**src/hw/rtl/sha_pkg.sv**
```systemverilog
package sha_pkg;

   // Input request: one optional message byte and an end marker
   typedef struct packed {
      logic [7:0] msg_byte;
      logic       byte_present;
      logic       end_of_message;
   } req_type;

   // Result: one digest word, word 0 first
   typedef struct packed {
      logic [31:0] digest_word;
      logic        last_word;
   } rsp_type;

   localparam int unsigned WORD_W      = 32;
   localparam int unsigned BLOCK_BYTES = 64;
   localparam int unsigned BLOCK_W     = BLOCK_BYTES * 8;
   localparam int unsigned ROUNDS      = 64;
   localparam int unsigned CHAIN_WORDS = 8;

   localparam logic [7:0] PAD_MARK      = 8'h80;
   localparam logic [5:0] LENGTH_OFFSET = 6'd56;

   localparam logic [31:0] INITIAL_H [CHAIN_WORDS] = '{
      32'h6a09e667, 32'hbb67ae85, 32'h3c6ef372, 32'ha54ff53a,
      32'h510e527f, 32'h9b05688c, 32'h1f83d9ab, 32'h5be0cd19
   };

   localparam logic [31:0] ROUND_K [ROUNDS] = '{
      32'h428a2f98, 32'h71374491, 32'hb5c0fbcf, 32'he9b5dba5,
      32'h3956c25b, 32'h59f111f1, 32'h923f82a4, 32'hab1c5ed5,
      32'hd807aa98, 32'h12835b01, 32'h243185be, 32'h550c7dc3,
      32'h72be5d74, 32'h80deb1fe, 32'h9bdc06a7, 32'hc19bf174,
      32'he49b69c1, 32'hefbe4786, 32'h0fc19dc6, 32'h240ca1cc,
      32'h2de92c6f, 32'h4a7484aa, 32'h5cb0a9dc, 32'h76f988da,
      32'h983e5152, 32'ha831c66d, 32'hb00327c8, 32'hbf597fc7,
      32'hc6e00bf3, 32'hd5a79147, 32'h06ca6351, 32'h14292967,
      32'h27b70a85, 32'h2e1b2138, 32'h4d2c6dfc, 32'h53380d13,
      32'h650a7354, 32'h766a0abb, 32'h81c2c92e, 32'h92722c85,
      32'ha2bfe8a1, 32'ha81a664b, 32'hc24b8b70, 32'hc76c51a3,
      32'hd192e819, 32'hd6990624, 32'hf40e3585, 32'h106aa070,
      32'h19a4c116, 32'h1e376c08, 32'h2748774c, 32'h34b0bcb5,
      32'h391c0cb3, 32'h4ed8aa4a, 32'h5b9cca4f, 32'h682e6ff3,
      32'h748f82ee, 32'h78a5636f, 32'h84c87814, 32'h8cc70208,
      32'h90befffa, 32'ha4506ceb, 32'hbef9a3f7, 32'hc67178f2
   };

   function automatic logic [31:0] big_sigma0(input logic [31:0] x);
      return {x[1:0], x[31:2]} ^ {x[12:0], x[31:13]} ^ {x[21:0], x[31:22]};
   endfunction

   function automatic logic [31:0] big_sigma1(input logic [31:0] x);
      return {x[5:0], x[31:6]} ^ {x[10:0], x[31:11]} ^ {x[24:0], x[31:25]};
   endfunction

   function automatic logic [31:0] small_sigma0(input logic [31:0] x);
      return {x[6:0], x[31:7]} ^ {x[17:0], x[31:18]} ^ {3'b000, x[31:3]};
   endfunction

   function automatic logic [31:0] small_sigma1(input logic [31:0] x);
      return {x[16:0], x[31:17]} ^ {x[18:0], x[31:19]} ^ {10'b0, x[31:10]};
   endfunction

endpackage

```
**src/hw/rtl/sha256_stream_hasher_unit.sv**
```systemverilog
// SHA-256 over a byte stream. Each request carries at most one message byte
// and may close the message. After a request that neither completes a 64-byte
// block nor closes the message the block is ready again. The request that
// completes a block is followed by a busy time: the 64 rounds through the
// single round unit, then a fold of the working words into the chaining words.
// After a closing request the block inserts padding and the length at one byte
// per cycle outside the compressions (9 to 72 bytes) and runs one or two more
// compressions, then presents the eight digest words one per cycle as the
// receiver takes them, and returns to its initial state. req_ready is low for all of that time.
module sha256_stream_hasher_unit (
   input  logic             clock,
   input  logic             reset,
   input  logic             req_valid,
   output logic             req_ready,
   input  sha_pkg::req_type req_data,
   output logic             rsp_valid,
   input  logic             rsp_ready,
   output sha_pkg::rsp_type rsp_data
);

   typedef enum logic [4:0] {
      ST_IDLE  = 5'b00001,
      ST_ROUND = 5'b00010,
      ST_ADD   = 5'b00100,
      ST_PAD   = 5'b01000,
      ST_OUT   = 5'b10000
   } state_type;

   localparam int unsigned W0_HI  = sha_pkg::BLOCK_W - 1;
   localparam int unsigned W1_HI  = sha_pkg::BLOCK_W - 1 - sha_pkg::WORD_W;
   localparam int unsigned W9_HI  = sha_pkg::BLOCK_W - 1 - 9 * sha_pkg::WORD_W;
   localparam int unsigned W14_HI = sha_pkg::BLOCK_W - 1 - 14 * sha_pkg::WORD_W;

   state_type   state_ff, state_in;
   logic [5:0]  round_ff, round_in;
   logic [2:0]  word_idx_ff, word_idx_in;
   logic [5:0]  fill_ff, fill_in;
   logic [60:0] count_ff, count_in;
   logic        ending_ff, ending_in;
   logic        mark_ff, mark_in;
   logic        len_ff, len_in;
   logic [sha_pkg::BLOCK_W-1:0] sched_ff, sched_in;
   logic [7:0][31:0] work_ff, work_in;
   logic [7:0][31:0] chain_ff, chain_in;

   logic        put_en;
   logic [7:0]  put_data;
   logic [63:0] len_bits;
   logic [7:0]  len_byte;
   logic [31:0] w0, w1, w9, w14, w_new;
   logic [31:0] t1, t2, ch, maj;
   logic        req_acc, rsp_acc;

   // Schedule window taps: the current word sits at the top of the window
   assign w0  = sched_ff[W0_HI  -: 32];
   assign w1  = sched_ff[W1_HI  -: 32];
   assign w9  = sched_ff[W9_HI  -: 32];
   assign w14 = sched_ff[W14_HI -: 32];
   assign w_new = sha_pkg::small_sigma1(w14) + w9 + sha_pkg::small_sigma0(w1) + w0;

   // Round unit
   assign ch  = (work_ff[4] & work_ff[5]) ^ (~work_ff[4] & work_ff[6]);
   assign maj = (work_ff[0] & work_ff[1]) ^ (work_ff[0] & work_ff[2])
              ^ (work_ff[1] & work_ff[2]);
   assign t1  = work_ff[7] + sha_pkg::big_sigma1(work_ff[4]) + ch
              + sha_pkg::ROUND_K[round_ff] + w0;
   assign t2  = sha_pkg::big_sigma0(work_ff[0]) + maj;

   // Length bytes, most significant first, at block offsets 56..63
   assign len_bits = {count_ff, 3'b000};
   assign len_byte = len_bits[{~fill_ff[2:0], 3'b111} -: 8];

   // Handshakes
   assign req_ready = (state_ff == ST_IDLE);
   assign req_acc   = req_valid && req_ready;
   assign rsp_valid = (state_ff == ST_OUT);
   assign rsp_acc   = rsp_valid && rsp_ready;
   assign rsp_data.digest_word = chain_ff[word_idx_ff];
   assign rsp_data.last_word   = (word_idx_ff == 3'd7);

   // Pick the byte to append: message byte when idle, padding in the padding state
   always_comb begin
      put_en   = 1'b0;
      put_data = req_data.msg_byte;
      mark_in  = mark_ff;
      len_in   = len_ff;
      if (req_acc) begin
         put_en = req_data.byte_present;
      end else if (state_ff == ST_PAD) begin
         put_en = 1'b1;
         priority if (!mark_ff) begin
            put_data = sha_pkg::PAD_MARK;
            mark_in  = 1'b1;
         end else if (len_ff || fill_ff == sha_pkg::LENGTH_OFFSET) begin
            put_data = len_byte;
            len_in   = 1'b1;
         end else begin
            put_data = 8'h00;
         end
      end
   end

   // Sequencer and datapath next values
   always_comb begin
      state_in    = state_ff;
      round_in    = round_ff;
      word_idx_in = word_idx_ff;
      fill_in     = fill_ff;
      count_in    = count_ff;
      ending_in   = ending_ff;
      sched_in    = sched_ff;
      work_in     = work_ff;
      chain_in    = chain_ff;

      // Shift an appended byte into the block window
      if (put_en) begin
         sched_in = {sched_ff[sha_pkg::BLOCK_W-9:0], put_data};
         fill_in  = fill_ff + 6'd1;
      end

      unique case (state_ff)
         ST_IDLE: begin
            if (req_acc) begin
               if (req_data.byte_present) begin
                  count_in = count_ff + 61'd1;
               end
               ending_in = req_data.end_of_message;
               priority if (req_data.byte_present && fill_ff == 6'd63) begin
                  state_in = ST_ROUND;
                  work_in  = chain_ff;
               end else if (req_data.end_of_message) begin
                  state_in = ST_PAD;
               end
            end
         end
         ST_PAD: begin
            if (fill_ff == 6'd63) begin
               state_in = ST_ROUND;
               work_in  = chain_ff;
            end
         end
         ST_ROUND: begin
            work_in[0] = t1 + t2;
            work_in[1] = work_ff[0];
            work_in[2] = work_ff[1];
            work_in[3] = work_ff[2];
            work_in[4] = work_ff[3] + t1;
            work_in[5] = work_ff[4];
            work_in[6] = work_ff[5];
            work_in[7] = work_ff[6];
            sched_in   = {sched_ff[sha_pkg::BLOCK_W-33:0], w_new};
            round_in   = round_ff + 6'd1;
            if (round_ff == 6'd63) begin
               state_in = ST_ADD;
            end
         end
         ST_ADD: begin
            for (int i = 0; i < sha_pkg::CHAIN_WORDS; i++) begin
               chain_in[i] = chain_ff[i] + work_ff[i];
            end
            priority if (len_ff) begin
               state_in = ST_OUT;
            end else if (ending_ff) begin
               state_in = ST_PAD;
            end else begin
               state_in = ST_IDLE;
            end
         end
         ST_OUT: begin
            if (rsp_acc) begin
               word_idx_in = word_idx_ff + 3'd1;
               if (word_idx_ff == 3'd7) begin
                  state_in  = ST_IDLE;
                  fill_in   = 6'd0;
                  count_in  = 61'd0;
                  ending_in = 1'b0;
                  for (int i = 0; i < sha_pkg::CHAIN_WORDS; i++) begin
                     chain_in[i] = sha_pkg::INITIAL_H[i];
                  end
               end
            end
         end
         default: begin
            state_in = ST_IDLE;
         end
      endcase
   end

   // Control and chaining registers
   always_ff @(posedge clock) begin
      if (reset) begin
         state_ff    <= ST_IDLE;
         round_ff    <= 6'd0;
         word_idx_ff <= 3'd0;
         fill_ff     <= 6'd0;
         count_ff    <= 61'd0;
         ending_ff   <= 1'b0;
         mark_ff     <= 1'b0;
         len_ff      <= 1'b0;
         for (int i = 0; i < sha_pkg::CHAIN_WORDS; i++) begin
            chain_ff[i] <= sha_pkg::INITIAL_H[i];
         end
      end else begin
         state_ff    <= state_in;
         round_ff    <= round_in;
         word_idx_ff <= word_idx_in;
         fill_ff     <= fill_in;
         count_ff    <= count_in;
         ending_ff   <= ending_in;
         chain_ff    <= chain_in;
         if (rsp_acc && word_idx_ff == 3'd7) begin
            mark_ff <= 1'b0;
            len_ff  <= 1'b0;
         end else begin
            mark_ff <= mark_in;
            len_ff  <= len_in;
         end
      end
   end

   // Block window and working words
   always_ff @(posedge clock) begin
      sched_ff <= sched_in;
      work_ff  <= work_in;
   end

   // Never take a request while a digest word is on offer
   a_no_overlap: assert property (@(posedge clock) disable iff (reset)
      rsp_valid |-> !req_ready)
      else $error("request accepted while digest pending");

   // The last round always hands over to the fold cycle
   a_round_end: assert property (@(posedge clock) disable iff (reset)
      (state_ff == ST_ROUND && round_ff == 6'd63) |=> (state_ff == ST_ADD))
      else $error("round sequence did not end in fold");

   // Padding runs only for a closed message, unless the block is empty and no mark is placed
   a_pad_closed: assert property (@(posedge clock) disable iff (reset)
      (state_ff == ST_PAD) |-> ending_ff || (fill_ff == 6'd0 && !mark_ff))
      else $error("padding without end of message");

   // After the last digest word the hasher is back at its initial state
   a_restart: assert property (@(posedge clock) disable iff (reset)
      (rsp_acc && rsp_data.last_word) |=>
         (fill_ff == 6'd0 && count_ff == 61'd0 && !len_ff
          && chain_ff[0] == sha_pkg::INITIAL_H[0]))
      else $error("hasher not restarted after digest");

endmodule

```
**config.mk**
```make
export PLATFORM = sky130hd
export DESIGN_NAME = sha256_stream_hasher_unit
export DESIGN_NICKNAME = d
export VERILOG_FILES = /design/src/hw/rtl/sha_pkg.sv /design/src/hw/rtl/sha256_stream_hasher_unit.sv
export SDC_FILE = /design/constraint.sdc
export NUM_CORES = 2
export LEC_CHECK = 0
export ABC_AREA = 1
export BUFFER_PORTS_ARGS = -buffer_cell sky130_fd_sc_hd__clkbuf_2
export CAP_MARGIN = 30
export CORE_MARGIN = 4
export CORE_UTILIZATION = 50
export CTS_CLUSTER_SIZE = 28
export DETAILED_ROUTE_END_ITERATION = 7
export GPL_TIMING_DRIVEN = 0
export HOLD_SLACK_MARGIN = 0.15
export PLACE_DENSITY = 0.65
export SYNTH_ARGS = -nofsm -noshare
export SYNTH_HDL_FRONTEND = slang
export SYNTH_SLANG_ARGS = --single-unit
```
**constraint.sdc**
```tcl
create_clock -name clock -period 25.6 [get_ports clock]
set_input_delay 2.56 -clock clock [delete_from_list [all_inputs] [get_ports clock]]
set_output_delay 2.56 -clock clock [all_outputs]
set_load 0.02 [all_outputs]
```
==> impl_metrics.env <==
export IMPL_die_x_um=411
export IMPL_row_count=147
export IMPL_first_iter_violations=13900
export IMPL_placed_cell_area_um2=85700
export IMPL_ys_warn_count=0
export IMPL_p_comb_share_pct=66.0
export IMPL_worstSetupPathType="flop to flop"
export IMPL_wl_per_cell_um=29.1
export IMPL_min_period_over_period_pct=38.5
export IMPL_finalCoreUtilization_pct=56.2
export IMPL_ctsHoldBuffers=0
export IMPL_start_util_pct=50.5
export IMPL_grt_usage_pct=45.3
export IMPL_netSwitchingFraction_pct=54.2
export IMPL_cts_resized=0
export IMPL_final_max_slew_violation_count=0
export IMPL_syn_nets=11600
export IMPL_cts_sinks=1108
export IMPL_syn_area_per_cell_um2=7.40
export IMPL_cp_arrival_ps=10520
export IMPL_hold_class="flop to flop"
export IMPL_seq_area_um2=29900
export IMPL_synthArstFlopShare_pct=0
export IMPL_seqPwrFrac_pct=17.9
export IMPL_hpwl_um=318000
export IMPL_finalHoldViolations=0
export IMPL_slowest_stage="xor2_1"
export IMPL_violations="DRC"
export IMPL_gp_congestion=1.17
export IMPL_multi_input_area_um2=44600
export IMPL_area_growth_pct=11.4
export IMPL_finalNetCount=11900
export IMPL_fin_worst_skew_ps=36.0
export IMPL_wirelength_um=395000
export IMPL_fmax_mhz=101
export IMPL_status="finished with violations"
export IMPL_worstSetupEndpointType="flop"
export IMPL_grt_overflow_total=0
export IMPL_grt_setup_unrepaired="false"
export IMPL_drcViolationCount=30
export IMPL_cts_tree="done"
export IMPL_die_area_um2=169000
export IMPL_ys_seq_area_share_pct=36.8
export IMPL_vias=84700
export IMPL_dieHeight_um=411
export IMPL_num_io_pins=49
export IMPL_power_density_nw_per_um2=139
export IMPL_fillerInstances=15400
export IMPL_antenna_found_initial=28
export IMPL_layout_drive_gt1_share_pct=4.69
export IMPL_pwr_share_clk_pct=16.1
export IMPL_synth_edf_count=768
export IMPL_dp_cells=13300
export IMPL_cap_violations=0
export IMPL_synth_flop_cell="edfxtp_1"
export IMPL_synth_cell_types=66
export IMPL_whs_ps=475
export IMPL_clk_latency_ps=830
export IMPL_fin_crit_ps=9870
export IMPL_p_switching_mw=6.80
export IMPL_clkTransAtPathRegs_ps=60
export IMPL_antenna_left=0
export IMPL_setup_viol=0
export IMPL_port_buffers=48
export IMPL_ir_drop_mv=0.351
export IMPL_cts_setup_buffers=0
export IMPL_cts_buffer_depth=3
export IMPL_core_area_um2=161000
export IMPL_leakage_nw=38.1
export IMPL_ys_seq_elements=1108
export IMPL_netlist_area_um2=81200
export IMPL_cts_root_buf="clkbuf_16"
export IMPL_vias_per_cell=6.24
export IMPL_crit_path_start_kind="flop"
export IMPL_h_tree_depth=4
export IMPL_max_stage_delay_ps=960
export IMPL_synthCells=11000
export IMPL_mostFrequentLayoutCells="nand2_1 (3184), inv_1 (1311), o21ai_0 (1010), a21oi_1 (890), edfxtp_1 (768)"
export IMPL_p_int_mw=5.74
export IMPL_grt_pass1_wl_um=549000
export IMPL_numCtsBuffers=133
export IMPL_layout_commonest_cell="nand2_1"
export IMPL_grt_max_degree=74
export IMPL_design_area_um2=90500
export IMPL_grt_pass1_vias=77300
export IMPL_crit_fanout=9
export IMPL_slew_limit_headroom_pct=13.3
export IMPL_layout_cells_non_filler=13600
export IMPL_tightest_slew_ps=1300
export IMPL_critPathRequiredTime_ps=26260
export IMPL_dr_pass1_iters=8
[per-stage QoR]
stage / TNS, ps / setup WS, ps / power [mW]
2_1_floorplan: 0 / 3270 / 6.95
3_3_place_gp: -2011460 / -7920 / 9.72
3_5_place_dp: 0 / 16310 / 9.86
4_1_cts: 0 / 16270 / 11.9
5_1_grt: 0 / 15680 / 13.1
6_report: 0 / 15730 / 12.5
[path summary, 6_finish.rpt]
check / from / endpoint / slack [ps] / cells after the start
setup reg to reg: round_ff[1] / work_ff[21] / 15730 / 31
setup / recovery: round_ff[1] / work_ff[21] / 15730 / 31
hold / removal: mark_ff / mark_ff / 480 / 2
hold reg to reg: mark_ff / mark_ff / 480 / 2
[registers in the layout, indices dropped and copies added (netlist names)]
| name | cells |
|---|---|
| word_idx_ff | 3 |
| state_ff | 5 |
| ending_ff | 1 |
| work_ff | 256 |
| sched_ff | 512 |
| len_ff | 1 |
| fill_ff | 6 |
| count_ff | 61 |
| round_ff | 6 |
| mark_ff | 1 |
| chain_ff | 256 |
[area by class of cell]
| cell class | count | share of cell area (%) |
|---|---|---|
| Multi-Input combinational cell | 8070 | 49.3 |
| Sequential cell | 1108 | 33.0 |
| Inverter | 1327 | 5.51 |
| Tap cell | 2160 | 2.99 |
| Antenna cell | 31 | 0.0857 |
| Clock inverter | 71 | 0.947 |
| Timing Repair Buffer | 157 | 2.01 |
| Buffer | 471 | 2.07 |
| Clock buffer | 173 | 4.09 |
[critical path, delay by kind of cell, from the launching register on]
| kind | cells | cell delay [ps] |
|---|---|---|
| compound gates | 14 | 3090 |
| xor+xnor | 1 | 960 |
| fa+ha+maj | 5 | 2200 |
| simple gates | 6 | 1440 |
| flops | 1 | 530 |
| buf+inv | 5 | 1480 |
[routing by layer]
layer / wire (um) / vias up / global-route usage [%]
li1: - / 37100 / -
met1: 146000 / 39800 / 58.3
met2: 156000 / 6369 / 63.2
met3: 57900 / 1443 / 16.2
met4: 34300 / 26 / 31.2
met5: 303 / - / 0
[power groups by stage]
stage	registers, mW	logic (mW)	clock network (mW)
after CTS	2.23	7.64	2.02
after floorplan	2.33	4.62	0
after global routing	2.24	8.72	2.09
after global placement	2.46	7.26	0
final	2.24	8.28	2.02
after detailed placement	2.27	7.59	0
[cell usage after synthesis (11+ instances only)]
cell | instances | area share (%)
xor2_1 | 190 | 2.0
ha_1 | 400 | 6.2
buf_2 | 66 | 0.41
or2_2 | 39 | 0.30
o21ai_0 | 1011 | 6.2
o21a_1 | 44 | 0.41
fa_1 | 195 | 4.8
o21bai_1 | 82 | 0.76
nand3_1 | 461 | 2.8
a21oi_1 | 890 | 5.5
xnor2_1 | 165 | 1.8
dfxtp_1 | 340 | 8.4
edfxtp_1 | 768 | 28
nand4_1 | 121 | 0.93
inv_1 | 1311 | 6.1
inv_2 | 12 | 0.055
o21ai_1 | 26 | 0.16
o211ai_1 | 88 | 0.81
nand2_1 | 3185 | 15
buf_1 | 21 | 0.097
o22ai_1 | 39 | 0.30
clkbuf_1 | 384 | 1.8
o31ai_1 | 11 | 0.10
o221ai_1 | 18 | 0.19
a31oi_1 | 86 | 0.66
a221oi_1 | 23 | 0.25
nor2_1 | 684 | 3.2
a21boi_0 | 19 | 0.18
nor3_1 | 94 | 0.58
nand3b_1 | 25 | 0.23
nor4_1 | 21 | 0.16
a21o_1 | 54 | 0.50
[kinds of logic after synthesis]
| logic type | Yosys count | share of synthesized area, % |
|---|---|---|
| buffers and inverters | 1798 | 8.41 |
| and+or+nand+nor | 4660 | 23.2 |
| muxes | 4 | 0.0524 |
| DFF | 1108 | 36.8 |
| xor gates and xnor gates | 355 | 3.83 |
| adders and majority gates | 598 | 11.0 |
| AOI/OAI and AO/OA | 2453 | 16.7 |
Note: power is estimated with default switching activity, not from simulation.
